File: src/rtl/bitmap_text_rect_generator_macros.svh
// Assertion macros shared by the bitmap text rectangle generator RTL.
// No dependencies; included by the modules that carry assertions.
`ifndef BITMAP_TEXT_RECT_GENERATOR_MACROS_SVH
`define BITMAP_TEXT_RECT_GENERATOR_MACROS_SVH
`ifndef SYNTHESIS
`define BTR_ASSERT(label, clk, rst_n, prop) \
	label: assert property (@(posedge clk) disable iff (!rst_n) prop) \
		else $error("btr assertion failed");
`define BTR_ASSERT_NEXT(label, clk, rst_n, ante, cons) \
	label: assert property (@(posedge clk) disable iff (!rst_n) (ante) |=> (cons)) \
		else $error("btr assertion failed");
`else
`define BTR_ASSERT(label, clk, rst_n, prop)
`define BTR_ASSERT_NEXT(label, clk, rst_n, ante, cons)
`endif
`endif

File: src/rtl/btr_pkg.sv
// Package for the bitmap text rectangle generator: codes, reset values, types.
// No dependencies; imported by every module of the block.
`default_nettype none
package btr_pkg;

	// item kinds
	localparam logic [1:0] KIND_LOAD   = 2'd0;
	localparam logic [1:0] KIND_CURSOR = 2'd1;
	localparam logic [1:0] KIND_DRAW   = 2'd2;

	// configuration register indexes (byte address = 4 * index)
	localparam int REG_IDX_W = 3;
	localparam int APB_ADDR_W = 5;
	localparam logic [REG_IDX_W-1:0] REG_GLYPH_WIDTH  = 3'd0;
	localparam logic [REG_IDX_W-1:0] REG_GLYPH_HEIGHT = 3'd1;
	localparam logic [REG_IDX_W-1:0] REG_PIXEL_SCALE  = 3'd2;
	localparam logic [REG_IDX_W-1:0] REG_CANVAS_WIDTH = 3'd3;
	localparam logic [REG_IDX_W-1:0] REG_DRAW_COLOR   = 3'd4;

	// register reset values
	localparam logic [3:0]  RST_GLYPH_WIDTH  = 4'd3;
	localparam logic [3:0]  RST_GLYPH_HEIGHT = 4'd5;
	localparam logic [4:0]  RST_PIXEL_SCALE  = 5'd4;
	localparam logic [11:0] RST_CANVAS_WIDTH = 12'd640;
	localparam logic [31:0] RST_DRAW_COLOR   = 32'h40FF_FFFF;

	// parameter defaults
	localparam int DEF_GLYPH_SLOTS    = 64;
	localparam int DEF_MAX_GLYPH_BITS = 64;

	localparam int CODE_W = 8;

	typedef struct packed {
		logic [3:0]  glyph_width;
		logic [3:0]  glyph_height;
		logic [4:0]  pixel_scale;
		logic [11:0] canvas_width;
		logic [31:0] draw_color;
	} btr_cfg_t;

	// registered response of the glyph store read port
	typedef struct packed {
		logic              ok;    // a read was issued last cycle
		logic              vld;   // slot holds a loaded glyph
		logic [CODE_W-1:0] code;
	} btr_rd_rsp_t;

endpackage
`default_nettype wire

File: src/rtl/bitmap_text_rect_generator.sv
// Top level of the bitmap text rectangle generator.
// Depends on btr_pkg, btr_regs, btr_glyph_store and btr_seq.
//
// Usage:
//   Command channel: an item transfers at a rising edge with start high and
//   busy low. kind selects a glyph slot load, a cursor set or a character draw.
//   Load and cursor items finish at that edge and never raise busy.
//   A draw item raises busy until it is done. The sequencer scans the glyph
//   store one slot per cycle through its registered read port, then walks the
//   matched bitmap one pixel bit per cycle, then steps through ADV1 and ADV2
//   for the cursor advance and line wrap. The walk ends at the top lit pixel
//   bit; when no slot matches, the search goes straight on to the advance.
//   Result channel: one square per strobe cycle, each in the cycle after its
//   pixel is visited, last high on the final square of the character.
//   The receiver cannot stall; every strobed transfer is taken as it comes.
//   Config: APB-style port, register i at byte address 4*i, pready tied high;
//   write only while busy is low.
//   Reset: arst_n clears the registers to defaults, the cursor to (0,0) and
//   all glyph valid flags; glyph memory contents stay undefined until loaded.
`default_nettype none
module bitmap_text_rect_generator
	import btr_pkg::*;
#(
	parameter int GLYPH_SLOTS    = DEF_GLYPH_SLOTS,
	parameter int MAX_GLYPH_BITS = DEF_MAX_GLYPH_BITS
)
(
	input  wire logic                  clk,
	input  wire logic                  arst_n,
	// command channel
	input  wire logic                  start,
	output logic                       busy,
	input  wire logic [1:0]            kind,
	input  wire logic [5:0]            slot_index,
	input  wire logic [7:0]            slot_code,
	input  wire logic [63:0]           slot_bitmap,
	input  wire logic signed [12:0]    start_x,
	input  wire logic [11:0]           start_y,
	input  wire logic [7:0]            char_code,
	// result channel
	output logic                       strobe,
	output logic signed [13:0]         rect_x,
	output logic [15:0]                rect_y,
	output logic [4:0]                 rect_side,
	output logic [31:0]                rect_color,
	output logic                       last,
	// configuration port
	input  wire logic                  psel,
	input  wire logic                  penable,
	input  wire logic                  pwrite,
	input  wire logic [APB_ADDR_W-1:0] paddr,
	input  wire logic [31:0]           pwdata,
	output logic      [31:0]           prdata,
	output logic                       pready
);

	localparam int IDX_W  = (GLYPH_SLOTS > 1) ? $clog2(GLYPH_SLOTS) : 1;
	localparam int SLOT_CMP_W = 9;   // holds slot_index and slot counts up to 511

	btr_cfg_t            cfg;
	btr_rd_rsp_t         rd_rsp;
	logic [MAX_GLYPH_BITS-1:0] rd_bitmap;
	logic                rd_en;
	logic [IDX_W-1:0]    rd_addr;
	logic                wr_en;
	logic [IDX_W-1:0]    wr_addr;

	// a load lands in the store on the command transfer itself; slots past
	// the store depth are dropped
	assign wr_en = start && !busy && (kind == KIND_LOAD) &&
		({3'd0, slot_index} < SLOT_CMP_W'(GLYPH_SLOTS));
	assign wr_addr = IDX_W'(slot_index);

	btr_regs u_regs (
		.clk     (clk),
		.arst_n  (arst_n),
		.psel    (psel),
		.penable (penable),
		.pwrite  (pwrite),
		.paddr   (paddr),
		.pwdata  (pwdata),
		.prdata  (prdata),
		.pready  (pready),
		.cfg     (cfg)
	);

	// bits at or beyond MAX_GLYPH_BITS are not stored, so they are never lit
	btr_glyph_store #(
		.GLYPH_SLOTS    (GLYPH_SLOTS),
		.MAX_GLYPH_BITS (MAX_GLYPH_BITS)
	) u_store (
		.clk       (clk),
		.arst_n    (arst_n),
		.wr_en     (wr_en),
		.wr_addr   (wr_addr),
		.wr_code   (slot_code),
		.wr_bitmap (slot_bitmap[MAX_GLYPH_BITS-1:0]),
		.rd_en     (rd_en),
		.rd_addr   (rd_addr),
		.rd_rsp    (rd_rsp),
		.rd_bitmap (rd_bitmap)
	);

	btr_seq #(
		.GLYPH_SLOTS    (GLYPH_SLOTS),
		.MAX_GLYPH_BITS (MAX_GLYPH_BITS)
	) u_seq (
		.clk        (clk),
		.arst_n     (arst_n),
		.start      (start),
		.kind       (kind),
		.start_x    (start_x),
		.start_y    (start_y),
		.char_code  (char_code),
		.cfg        (cfg),
		.busy       (busy),
		.rd_en      (rd_en),
		.rd_addr    (rd_addr),
		.rd_rsp     (rd_rsp),
		.rd_bitmap  (rd_bitmap),
		.strobe     (strobe),
		.rect_x     (rect_x),
		.rect_y     (rect_y),
		.rect_side  (rect_side),
		.rect_color (rect_color),
		.last       (last)
	);

endmodule
`default_nettype wire

File: src/rtl/btr_regs.sv
// Configuration register file behind the APB-style port.
// Depends on btr_pkg.
`default_nettype none
module btr_regs
	import btr_pkg::*;
(
	input  wire logic                  clk,
	input  wire logic                  arst_n,
	input  wire logic                  psel,
	input  wire logic                  penable,
	input  wire logic                  pwrite,
	input  wire logic [APB_ADDR_W-1:0] paddr,
	input  wire logic [31:0]           pwdata,
	output logic      [31:0]           prdata,
	output logic                       pready,
	output btr_cfg_t                   cfg
);

	btr_cfg_t cfg_q;
	logic [REG_IDX_W-1:0] reg_idx;
	logic wr_en;

	assign reg_idx = paddr[APB_ADDR_W-1:2];
	assign wr_en   = psel && penable && pwrite;
	assign pready  = 1'b1;
	assign cfg     = cfg_q;

	always_ff @(posedge clk or negedge arst_n) begin
		if (!arst_n) begin
			cfg_q.glyph_width  <= RST_GLYPH_WIDTH;
			cfg_q.glyph_height <= RST_GLYPH_HEIGHT;
			cfg_q.pixel_scale  <= RST_PIXEL_SCALE;
			cfg_q.canvas_width <= RST_CANVAS_WIDTH;
			cfg_q.draw_color   <= RST_DRAW_COLOR;
		end else if (wr_en) begin
			unique case (reg_idx)
				REG_GLYPH_WIDTH:  cfg_q.glyph_width  <= pwdata[3:0];
				REG_GLYPH_HEIGHT: cfg_q.glyph_height <= pwdata[3:0];
				REG_PIXEL_SCALE:  cfg_q.pixel_scale  <= pwdata[4:0];
				REG_CANVAS_WIDTH: cfg_q.canvas_width <= pwdata[11:0];
				REG_DRAW_COLOR:   cfg_q.draw_color   <= pwdata;
				default: ;
			endcase
		end
	end

	always_comb begin
		unique case (reg_idx)
			REG_GLYPH_WIDTH:  prdata = {28'd0, cfg_q.glyph_width};
			REG_GLYPH_HEIGHT: prdata = {28'd0, cfg_q.glyph_height};
			REG_PIXEL_SCALE:  prdata = {27'd0, cfg_q.pixel_scale};
			REG_CANVAS_WIDTH: prdata = {20'd0, cfg_q.canvas_width};
			REG_DRAW_COLOR:   prdata = cfg_q.draw_color;
			default:          prdata = 32'd0;
		endcase
	end

endmodule
`default_nettype wire

File: src/rtl/btr_glyph_store.sv
// Glyph store: one memory of {code, bitmap} entries plus per-slot valid flops.
// Depends on btr_pkg.
`default_nettype none
module btr_glyph_store
	import btr_pkg::*;
#(
	parameter int GLYPH_SLOTS    = DEF_GLYPH_SLOTS,
	parameter int MAX_GLYPH_BITS = DEF_MAX_GLYPH_BITS,
	localparam int IDX_W = (GLYPH_SLOTS > 1) ? $clog2(GLYPH_SLOTS) : 1
)
(
	input  wire logic                      clk,
	input  wire logic                      arst_n,
	input  wire logic                      wr_en,
	input  wire logic [IDX_W-1:0]          wr_addr,
	input  wire logic [CODE_W-1:0]         wr_code,
	input  wire logic [MAX_GLYPH_BITS-1:0] wr_bitmap,
	input  wire logic                      rd_en,
	input  wire logic [IDX_W-1:0]          rd_addr,
	output btr_rd_rsp_t                    rd_rsp,
	output logic      [MAX_GLYPH_BITS-1:0] rd_bitmap
);

	localparam int ENTRY_W = CODE_W + MAX_GLYPH_BITS;

	logic [ENTRY_W-1:0]     mem [GLYPH_SLOTS];
	logic [ENTRY_W-1:0]     rd_data_q;
	logic [GLYPH_SLOTS-1:0] valid_q;
	logic                   rd_ok_q;
	logic                   rd_vld_q;

	always_ff @(posedge clk) begin
		if (wr_en) begin
			mem[wr_addr] <= {wr_code, wr_bitmap};
		end
		if (rd_en) begin
			rd_data_q <= mem[rd_addr];
		end
	end

	always_ff @(posedge clk or negedge arst_n) begin
		if (!arst_n) begin
			valid_q  <= '0;
			rd_ok_q  <= 1'b0;
			rd_vld_q <= 1'b0;
		end else begin
			if (wr_en) begin
				valid_q[wr_addr] <= 1'b1;
			end
			rd_ok_q <= rd_en;
			if (rd_en) begin
				rd_vld_q <= valid_q[rd_addr];
			end
		end
	end

	assign rd_rsp.ok   = rd_ok_q;
	assign rd_rsp.vld  = rd_vld_q;
	assign rd_rsp.code = rd_data_q[ENTRY_W-1:MAX_GLYPH_BITS];
	assign rd_bitmap   = rd_data_q[MAX_GLYPH_BITS-1:0];

endmodule
`default_nettype wire

File: src/rtl/btr_seq.sv
// Sequencer: slot search, per-pixel square emission and cursor advance.
// Depends on btr_pkg and bitmap_text_rect_generator_macros.svh.
`default_nettype none
`include "bitmap_text_rect_generator_macros.svh"
module btr_seq
	import btr_pkg::*;
#(
	parameter int GLYPH_SLOTS    = DEF_GLYPH_SLOTS,
	parameter int MAX_GLYPH_BITS = DEF_MAX_GLYPH_BITS,
	localparam int IDX_W = (GLYPH_SLOTS > 1) ? $clog2(GLYPH_SLOTS) : 1
)
(
	input  wire logic                      clk,
	input  wire logic                      arst_n,
	input  wire logic                      start,
	input  wire logic [1:0]                kind,
	input  wire logic signed [12:0]        start_x,
	input  wire logic [11:0]               start_y,
	input  wire logic [CODE_W-1:0]         char_code,
	input  wire btr_cfg_t                  cfg,
	output logic                           busy,
	output logic                           rd_en,
	output logic      [IDX_W-1:0]          rd_addr,
	input  wire btr_rd_rsp_t               rd_rsp,
	input  wire logic [MAX_GLYPH_BITS-1:0] rd_bitmap,
	output logic                           strobe,
	output logic signed [13:0]             rect_x,
	output logic      [15:0]               rect_y,
	output logic      [4:0]                rect_side,
	output logic      [31:0]               rect_color,
	output logic                           last
);

	localparam int CNT_W = $clog2(GLYPH_SLOTS + 1);

	localparam logic [2:0] ST_IDLE   = 3'd0;
	localparam logic [2:0] ST_SEARCH = 3'd1;
	localparam logic [2:0] ST_DRAW   = 3'd2;
	localparam logic [2:0] ST_ADV1   = 3'd3;
	localparam logic [2:0] ST_ADV2   = 3'd4;

	logic [2:0]                state_q;
	logic [CNT_W-1:0]          scan_q;
	logic [CODE_W-1:0]         code_q;
	logic [MAX_GLYPH_BITS-1:0] mask_q;
	logic [3:0]                col_q;
	logic [8:0]                xoff_q;
	logic [8:0]                yoff_q;
	logic [8:0]                cell_q;
	logic [8:0]                row_q;
	logic [13:0]               cx_q;
	logic [15:0]               cy_q;

	logic                      strobe_q;
	logic signed [13:0]        rect_x_q;
	logic [15:0]               rect_y_q;
	logic [4:0]                rect_side_q;
	logic [31:0]               rect_color_q;
	logic                      last_q;

	logic                      accept;
	logic                      hit;
	logic [7:0]                area;
	logic [MAX_GLYPH_BITS-1:0] area_mask;
	logic                      row_end;
	logic signed [14:0]        px;
	logic [16:0]               py;
	logic [9:0]                cell_full;
	logic [9:0]                row_full;
	logic signed [14:0]        nx;
	logic signed [14:0]        nx_far;
	logic [16:0]               ny;

	assign accept  = start && (state_q == ST_IDLE);
	assign busy    = (state_q != ST_IDLE);
	assign rd_en   = (state_q == ST_SEARCH) && (scan_q < CNT_W'(GLYPH_SLOTS));
	assign rd_addr = scan_q[IDX_W-1:0];
	assign hit     = rd_rsp.ok && rd_rsp.vld && (rd_rsp.code == code_q);

	// pixels of the glyph cell, in raster order = bit order
	assign area = {4'd0, cfg.glyph_width} * {4'd0, cfg.glyph_height};
	always_comb begin
		for (int k = 0; k < MAX_GLYPH_BITS; k++) begin
			area_mask[k] = (8'(k) < area);
		end
	end

	assign row_end = (col_q == cfg.glyph_width - 4'd1);
	assign px = $signed({cx_q[13], cx_q}) + $signed({6'd0, xoff_q});
	assign py = {1'b0, cy_q} + {8'd0, yoff_q};

	assign cell_full = {5'd0, {1'b0, cfg.glyph_width} + 5'd1} * {5'd0, cfg.pixel_scale};
	assign row_full  = {5'd0, {1'b0, cfg.glyph_height} + 5'd1} * {5'd0, cfg.pixel_scale};
	assign nx        = $signed({cx_q[13], cx_q}) + $signed({6'd0, cell_q});
	assign nx_far    = nx + $signed({6'd0, cell_q});
	assign ny        = {1'b0, cy_q} + {8'd0, row_q};

	always_ff @(posedge clk or negedge arst_n) begin
		if (!arst_n) begin
			state_q  <= ST_IDLE;
			scan_q   <= '0;
			cx_q     <= '0;
			cy_q     <= '0;
			strobe_q <= 1'b0;
		end else begin
			strobe_q <= 1'b0;
			unique case (state_q)
				ST_IDLE: begin
					if (accept) begin
						case (kind)
							KIND_CURSOR: begin
								cx_q <= {start_x[12], start_x};
								cy_q <= {4'd0, start_y};
							end
							KIND_DRAW: begin
								scan_q  <= '0;
								state_q <= ST_SEARCH;
							end
							default: ;
						endcase
					end
				end
				ST_SEARCH: begin
					if (rd_en) begin
						scan_q <= scan_q + CNT_W'(1);
					end
					if (hit) begin
						state_q <= ST_DRAW;
					end else if (!rd_en && !rd_rsp.ok) begin
						state_q <= ST_ADV1;
					end
				end
				ST_DRAW: begin
					if (mask_q == '0) begin
						state_q <= ST_ADV1;
					end else begin
						strobe_q <= mask_q[0];
					end
				end
				ST_ADV1: begin
					state_q <= ST_ADV2;
				end
				ST_ADV2: begin
					if (nx_far > $signed({3'd0, cfg.canvas_width})) begin
						cx_q <= '0;
						cy_q <= ny[16] ? 16'hFFFF : ny[15:0];
					end else begin
						cx_q <= nx[13:0];
					end
					state_q <= ST_IDLE;
				end
				default: state_q <= ST_IDLE;
			endcase
		end
	end

	// datapath registers
	always_ff @(posedge clk) begin
		if (accept) begin
			code_q <= char_code;
		end
		if (state_q == ST_SEARCH) begin
			mask_q <= rd_bitmap & area_mask;
			col_q  <= 4'd0;
			xoff_q <= 9'd0;
			yoff_q <= 9'd0;
		end
		if (state_q == ST_DRAW && mask_q != '0) begin
			mask_q <= mask_q >> 1;
			if (row_end) begin
				col_q  <= 4'd0;
				xoff_q <= 9'd0;
				yoff_q <= yoff_q + {4'd0, cfg.pixel_scale};
			end else begin
				col_q  <= col_q + 4'd1;
				xoff_q <= xoff_q + {4'd0, cfg.pixel_scale};
			end
			rect_x_q     <= px[13:0];
			rect_y_q     <= py[16] ? 16'hFFFF : py[15:0];
			rect_side_q  <= cfg.pixel_scale;
			rect_color_q <= cfg.draw_color;
			last_q       <= ((mask_q >> 1) == '0);
		end
		if (state_q == ST_ADV1) begin
			cell_q <= cell_full[8:0];
			row_q  <= row_full[8:0];
		end
	end

	assign strobe     = strobe_q;
	assign rect_x     = rect_x_q;
	assign rect_y     = rect_y_q;
	assign rect_side  = rect_side_q;
	assign rect_color = rect_color_q;
	assign last       = last_q;

	`BTR_ASSERT(a_strobe_busy, clk, arst_n, strobe_q |-> (state_q != ST_IDLE))
	`BTR_ASSERT_NEXT(a_last_ends, clk, arst_n, strobe_q && last_q, !strobe_q)
	`BTR_ASSERT(a_scan_range, clk, arst_n, scan_q <= CNT_W'(GLYPH_SLOTS))
	`BTR_ASSERT(a_draw_width, clk, arst_n, ((state_q == ST_DRAW) && (mask_q != '0)) |-> (col_q < cfg.glyph_width))
	`BTR_ASSERT_NEXT(a_hit_draw, clk, arst_n, (state_q == ST_SEARCH) && hit, state_q == ST_DRAW)

endmodule
`default_nettype wire
File: config.mk
export PLATFORM = sky130hd
export DESIGN_NAME = bitmap_text_rect_generator
export DESIGN_NICKNAME = d
export VERILOG_FILES = /design/src/rtl/btr_pkg.sv /design/src/rtl/bitmap_text_rect_generator.sv /design/src/rtl/btr_regs.sv /design/src/rtl/btr_glyph_store.sv /design/src/rtl/btr_seq.sv
export VERILOG_INCLUDE_DIRS = /design/src /design/src/rtl
export SDC_FILE = /design/constraint.sdc
export NUM_CORES = 2
export LEC_CHECK = 0
export ABC_AREA = 0
export BUFFER_PORTS_ARGS = -buffer_cell sky130_fd_sc_hd__buf_2
export CAP_MARGIN = 10
export CORE_ASPECT_RATIO = 0.8
export CORE_MARGIN = 2
export CORE_UTILIZATION = 30
export DETAILED_ROUTE_END_ITERATION = 8
export PLACE_DENSITY = 0.42
export SLEW_MARGIN = 20
export SYNTH_ARGS = -nofsm -noshare
export SYNTH_HDL_FRONTEND = slang
export SYNTH_MEMORY_MAX_BITS = 65536
export SYNTH_SLANG_ARGS = --single-unit
File: constraint.sdc
create_clock -name clk -period 7.4 [get_ports clk]
set_clock_uncertainty 0.1 [all_clocks]
set_input_delay 0.37 -clock clk [delete_from_list [all_inputs] [get_ports clk]]
set_output_delay 0.37 -clock clk [all_outputs]
set_load 0.05 [all_outputs]
==> metrics.md <==
| Metric | Value |
|---|---|
| Post-synth EDFFs | `4,850` |
| Leakage | `71.0 nW` |
| Syn Inst Count | `8,408` |
| Area delta synth->final | `17.2%` |
| Bufs and invs on worst path | `3` |
| GRT Residual Overflow | `0` |
| Vias in the first global route | `97,247` |
| Cell Area, Placed | `0.210 sq mm` |
| Vias per inst | `5.16` |
| H-tree depth | `6` |
| Final GP Congestion | `0.796` |
| Antenna violations before repair | `60` |
| Post-DRT Antenna Nets | `0` |
| Worst Hold Class | `in2reg` |
| Worst slew pin tran | `1.21 ns` |
| Clock sinks | `5,024` |
| Drt total wl | `607,000 um` |
| Synth top area cells | `edfxtp_1 74%, mux4_2 18%, dfrtp_1 1.7%` |
| Cell Pwr Density | `344 mW/mm^2` |
| Share of Yosys cell area claimed by the top area cell type | `74.4%` |
| Pin count of the biggest net entering global routing | `116` |
| CP Capture Type | `flip-flop` |
| DRC violations left | `0` |
| Peak VDD IR | `0.415 mV` |
| Yosys warning total | `0` |
| Initial Util | `30.1%` |
| DR WL/cell | `33.0 um` |
| Nets | `9,579` |
| First-pass GRT wire length | `832,000 um` |
| FFs w/ async S/R, synth | `3.26%` |
| Post-CTS Setup Bufs | `0` |
| Non-filler cells, final | `18,371` |
| Gr usage total | `18.0%` |
| Ratio of cells with drive above 1 in the final layout | `31.2%` |
| Via count | `94,813` |
| CP arrival | `7.73 ns` |
| DP HPWL | `332,000 um` |
| Mean Syn Cell Area | `23.3 sq um` |
| Die H | `726 um` |
| IO Port Bufs | `255` |
| Most used cell, CP | `a21oi_1` |
| TritonCTS clock tree | `done` |
| Final Critical Period | `6.85 ns` |
| Design Area, Final | `0.229 sq mm` |
| Hold depth | `7` |
| Critical Path RT | `8.28 ns` |
| First-pass iteration count of the detailed router | `8` |
| Worst min-delay path startpoint | `kind[0]` |
| Sequential area share after synthesis | `76.7%` |
| Die Wd | `907 um` |
| R2r startpoint | `u_seq.cell_q[0]$_DFFE_PP_` |
| WS Path Type | `reg2reg` |
| Worst reg2reg endpoint | `u_seq.cx_q[0]$_DFFE_PN0P_` |
| I/O pin count | `259` |
| Final setup vio count | `0` |
| Max cap viols | `0` |
| # rows | `265` |
| Delay-heaviest family, CP | `compound AO/OA/AOI/OAI gates` |
| Worst hold slack | `0.124 ns` |
| Starting DRT DRC Count | `10,547` |
| Clk buf depth | `4` |
| Clock-pin slew on the worst setup and hold paths | `0.06 ns` |
| Clock Latency Late Sink | `1.07 ns` |
| Max stage delay on crit path | `0.57 ns` |
| Slowest CP cell | `dlygate4sd3_1` |
| Die area | `0.659 sq mm` |
| RSZ-0062 raised after global routing | `no` |
| Seq cells post-synth | `5,024` |
| Critical path peak fanout | `9` |
| Fin. Hold Viols | `0` |
| Worst hold endpoint | `u_seq.cx_q[8]$_DFFE_PN0P_` |
| Outcome | `complete, no violations` |
| Placed insts | `17,188` |
| Net Count, Synth | `8,711` |
| Fmax | `146 MHz` |
| Post-synthesis cell type count | `81` |
| Root buffer cell | `clkbuf_16` |
| Period utilisation layout | `92.5%` |
| Num CTS Buffers | `538` |
| R2R Setup Slk | `0.55 ns` |
| Yosys top cell by area | `edfxtp_1` |
| Final Util | `35.3%` |
| Fin. max-slew vios | `0` |
| Setup crit start kind | `flip-flop` |
| Top FF cell, synth | `edfxtp_1` |
| Core area | `0.651 sq mm` |
| Max-slew headroom | `19.5%` |
| Synthesized area | `0.196 sq mm` |
| Reg2Reg Depth | `30` |
| TNS Setup | `0 ns` |
==> worst min-delay path: stages <==
cell     delay (ns)
buf_2          0.14
inv_1          0.05
o21ai_0        0.11
o21ai_2        0.07
buf_4          0.31
nand2_1        0.09
nand3_1        0.07
==> where the power goes <==
group | switching (mW) | total (mW) | internal (mW)
Combinational | 11.0 | 19.8 | 8.82
Clock | 11.3 | 25.8 | 14.5
Sequential | 0.811 | 33.2 | 32.4
==> sequential cells by signal, summed over array words and instances, names as in the netlist <==
name               flops
u_store.rd_data_q     72
u_seq.last             1
u_seq.row_q            9
u_seq.rect_side        5
u_seq.yoff_q           9
u_seq.xoff_q           9
u_store.rd_ok_q        1
u_seq.col_q            4
u_seq.code_q           8
u_store.rd_vld_q       1
u_seq.rect_color      32
u_seq.rect_x          14
u_seq.strobe           1
u_seq.rect_y          16
u_store.valid_q       64
u_regs.cfg            57
u_seq.cell_q           9
u_seq.scan_q           7
u_store.mem         4608
u_seq.mask_q          64
u_seq.cy_q            16
u_seq.cx_q            14
u_seq.state_q          3
==> worst max path at each step <==
stage,end,from,slack (ns),cells after the start
3_5_place_dp,u_seq.cx_q[3]$_DFFE_PN0P_,u_seq.cell_q[0]$_DFFE_PP_,1.06,29
6_report,u_seq.cx_q[0]$_DFFE_PN0P_,u_seq.cell_q[0]$_DFFE_PP_,0.55,30
4_1_cts,u_seq.cx_q[1]$_DFFE_PN0P_,u_seq.cell_q[0]$_DFFE_PP_,0.50,30
5_1_grt,u_seq.cx_q[0]$_DFFE_PN0P_,u_seq.cx_q[0]$_DFFE_PN0P_,0.07,30
3_3_place_gp,u_seq.cx_q[1]$_DFFE_PN0P_,u_seq.cell_q[0]$_DFFE_PP_,0.67,29
2_1_floorplan,u_seq.cy_q[4]$_DFFE_PN0P_,u_seq.cell_q[0]$_DFFE_PP_,1.90,29
==> logic make-up after synthesis <==
kind of cell             count (synthesis)  synth area share (%)
AND/OR/NAND/NOR                        651                  1.62
XOR/XNOR                                96                 0.430
buffers and inverters                  514                  1.03
flip-flops                            5024                  76.7
adder cells (fa/ha/maj)                147                  1.04
AO/OA/AOI/OAI                          375                  1.20
other                                    1               0.00192
multiplexers                          1600                  18.0
==> synthesized netlist by cell type (all sizes together), types with 15 or more instances <==
cell type	instances
mux4	1533
nor3	21
nor4	22
a21oi	61
clkbuf	323
fa	27
a211oi	16
o21ai	149
dfrtp	132
or2	65
mux2	52
edfxtp	4850
nand2b	18
nand2	194
dfstp	32
ha	120
nor2b	27
buf	99
inv	91
o211ai	43
a21o	18
and2	56
xor2	40
nor2	150
xnor2	56
nand3	50
mux2i	15
==> metrics by stage <==
stage / worst slack (ns) / total power, mW
detailed placement: 1.06 / 53.9
CTS: 0.503 / 80.0
floorplan: 1.90 / 47.0
global placement: 0.672 / 53.8
global route: 0.0672 / 82.1
finish: 0.554 / 78.9
==> layout make-up <==
class | instances | area, sq um
Antenna cell | 9 | 22.5
Clock buffer | 684 | 14300
Clock inverter | 265 | 2110
Fill cell | 59811 | 421000
Inverter | 92 | 350
Multi-Input combinational cell | 2870 | 44300
Sequential cell | 5024 | 150000
Tap cell | 8677 | 10900
Timing Repair Buffer | 750 | 7390
==> layer usage <==
| layer | global-route usage (%) | wire length [um] | up-vias |
|---|---|---|---|
| met2 | 28.5 | 282000 | 3102 |
| met4 | 3.15 | 10400 | 12 |
| met1 | 26.8 | 282000 | 53397 |
| met5 | 0 | 76 | - |
| met3 | 2.61 | 32900 | 683 |
| li1 | - | - | 37619 |
==> timing repair <==
action / CTS / global route
gates resized for setup: 0 / 2
hold endpoints to repair: 4584 / 0
hold buffers: 221 / 0
endpoints found under the setup margin: 0 / 3
==> cells in the final DEF, fill, tap and decap left out, types with 40 or more instances in the layout <==
cell / count
clkbuf_16: 552
clkinv_2: 79
xor2_1: 40
edfxtp_1: 4850
nand3_1: 49
dfrtp_1: 126
mux4_2: 1533
nor2_4: 65
clkinv_1: 112
ha_1: 120
clkbuf_1: 128
buf_2: 203
nor2_1: 83
xnor2_1: 56
inv_1: 91
and2_1: 56
o21ai_0: 145
nand2_1: 191
or2_2: 65
buf_12: 126
o211ai_1: 42
a21oi_1: 61
dlygate4sd3_1: 220
mux2_2: 51
buf_4: 193
Note: power is estimated with default switching activity, not from simulation.
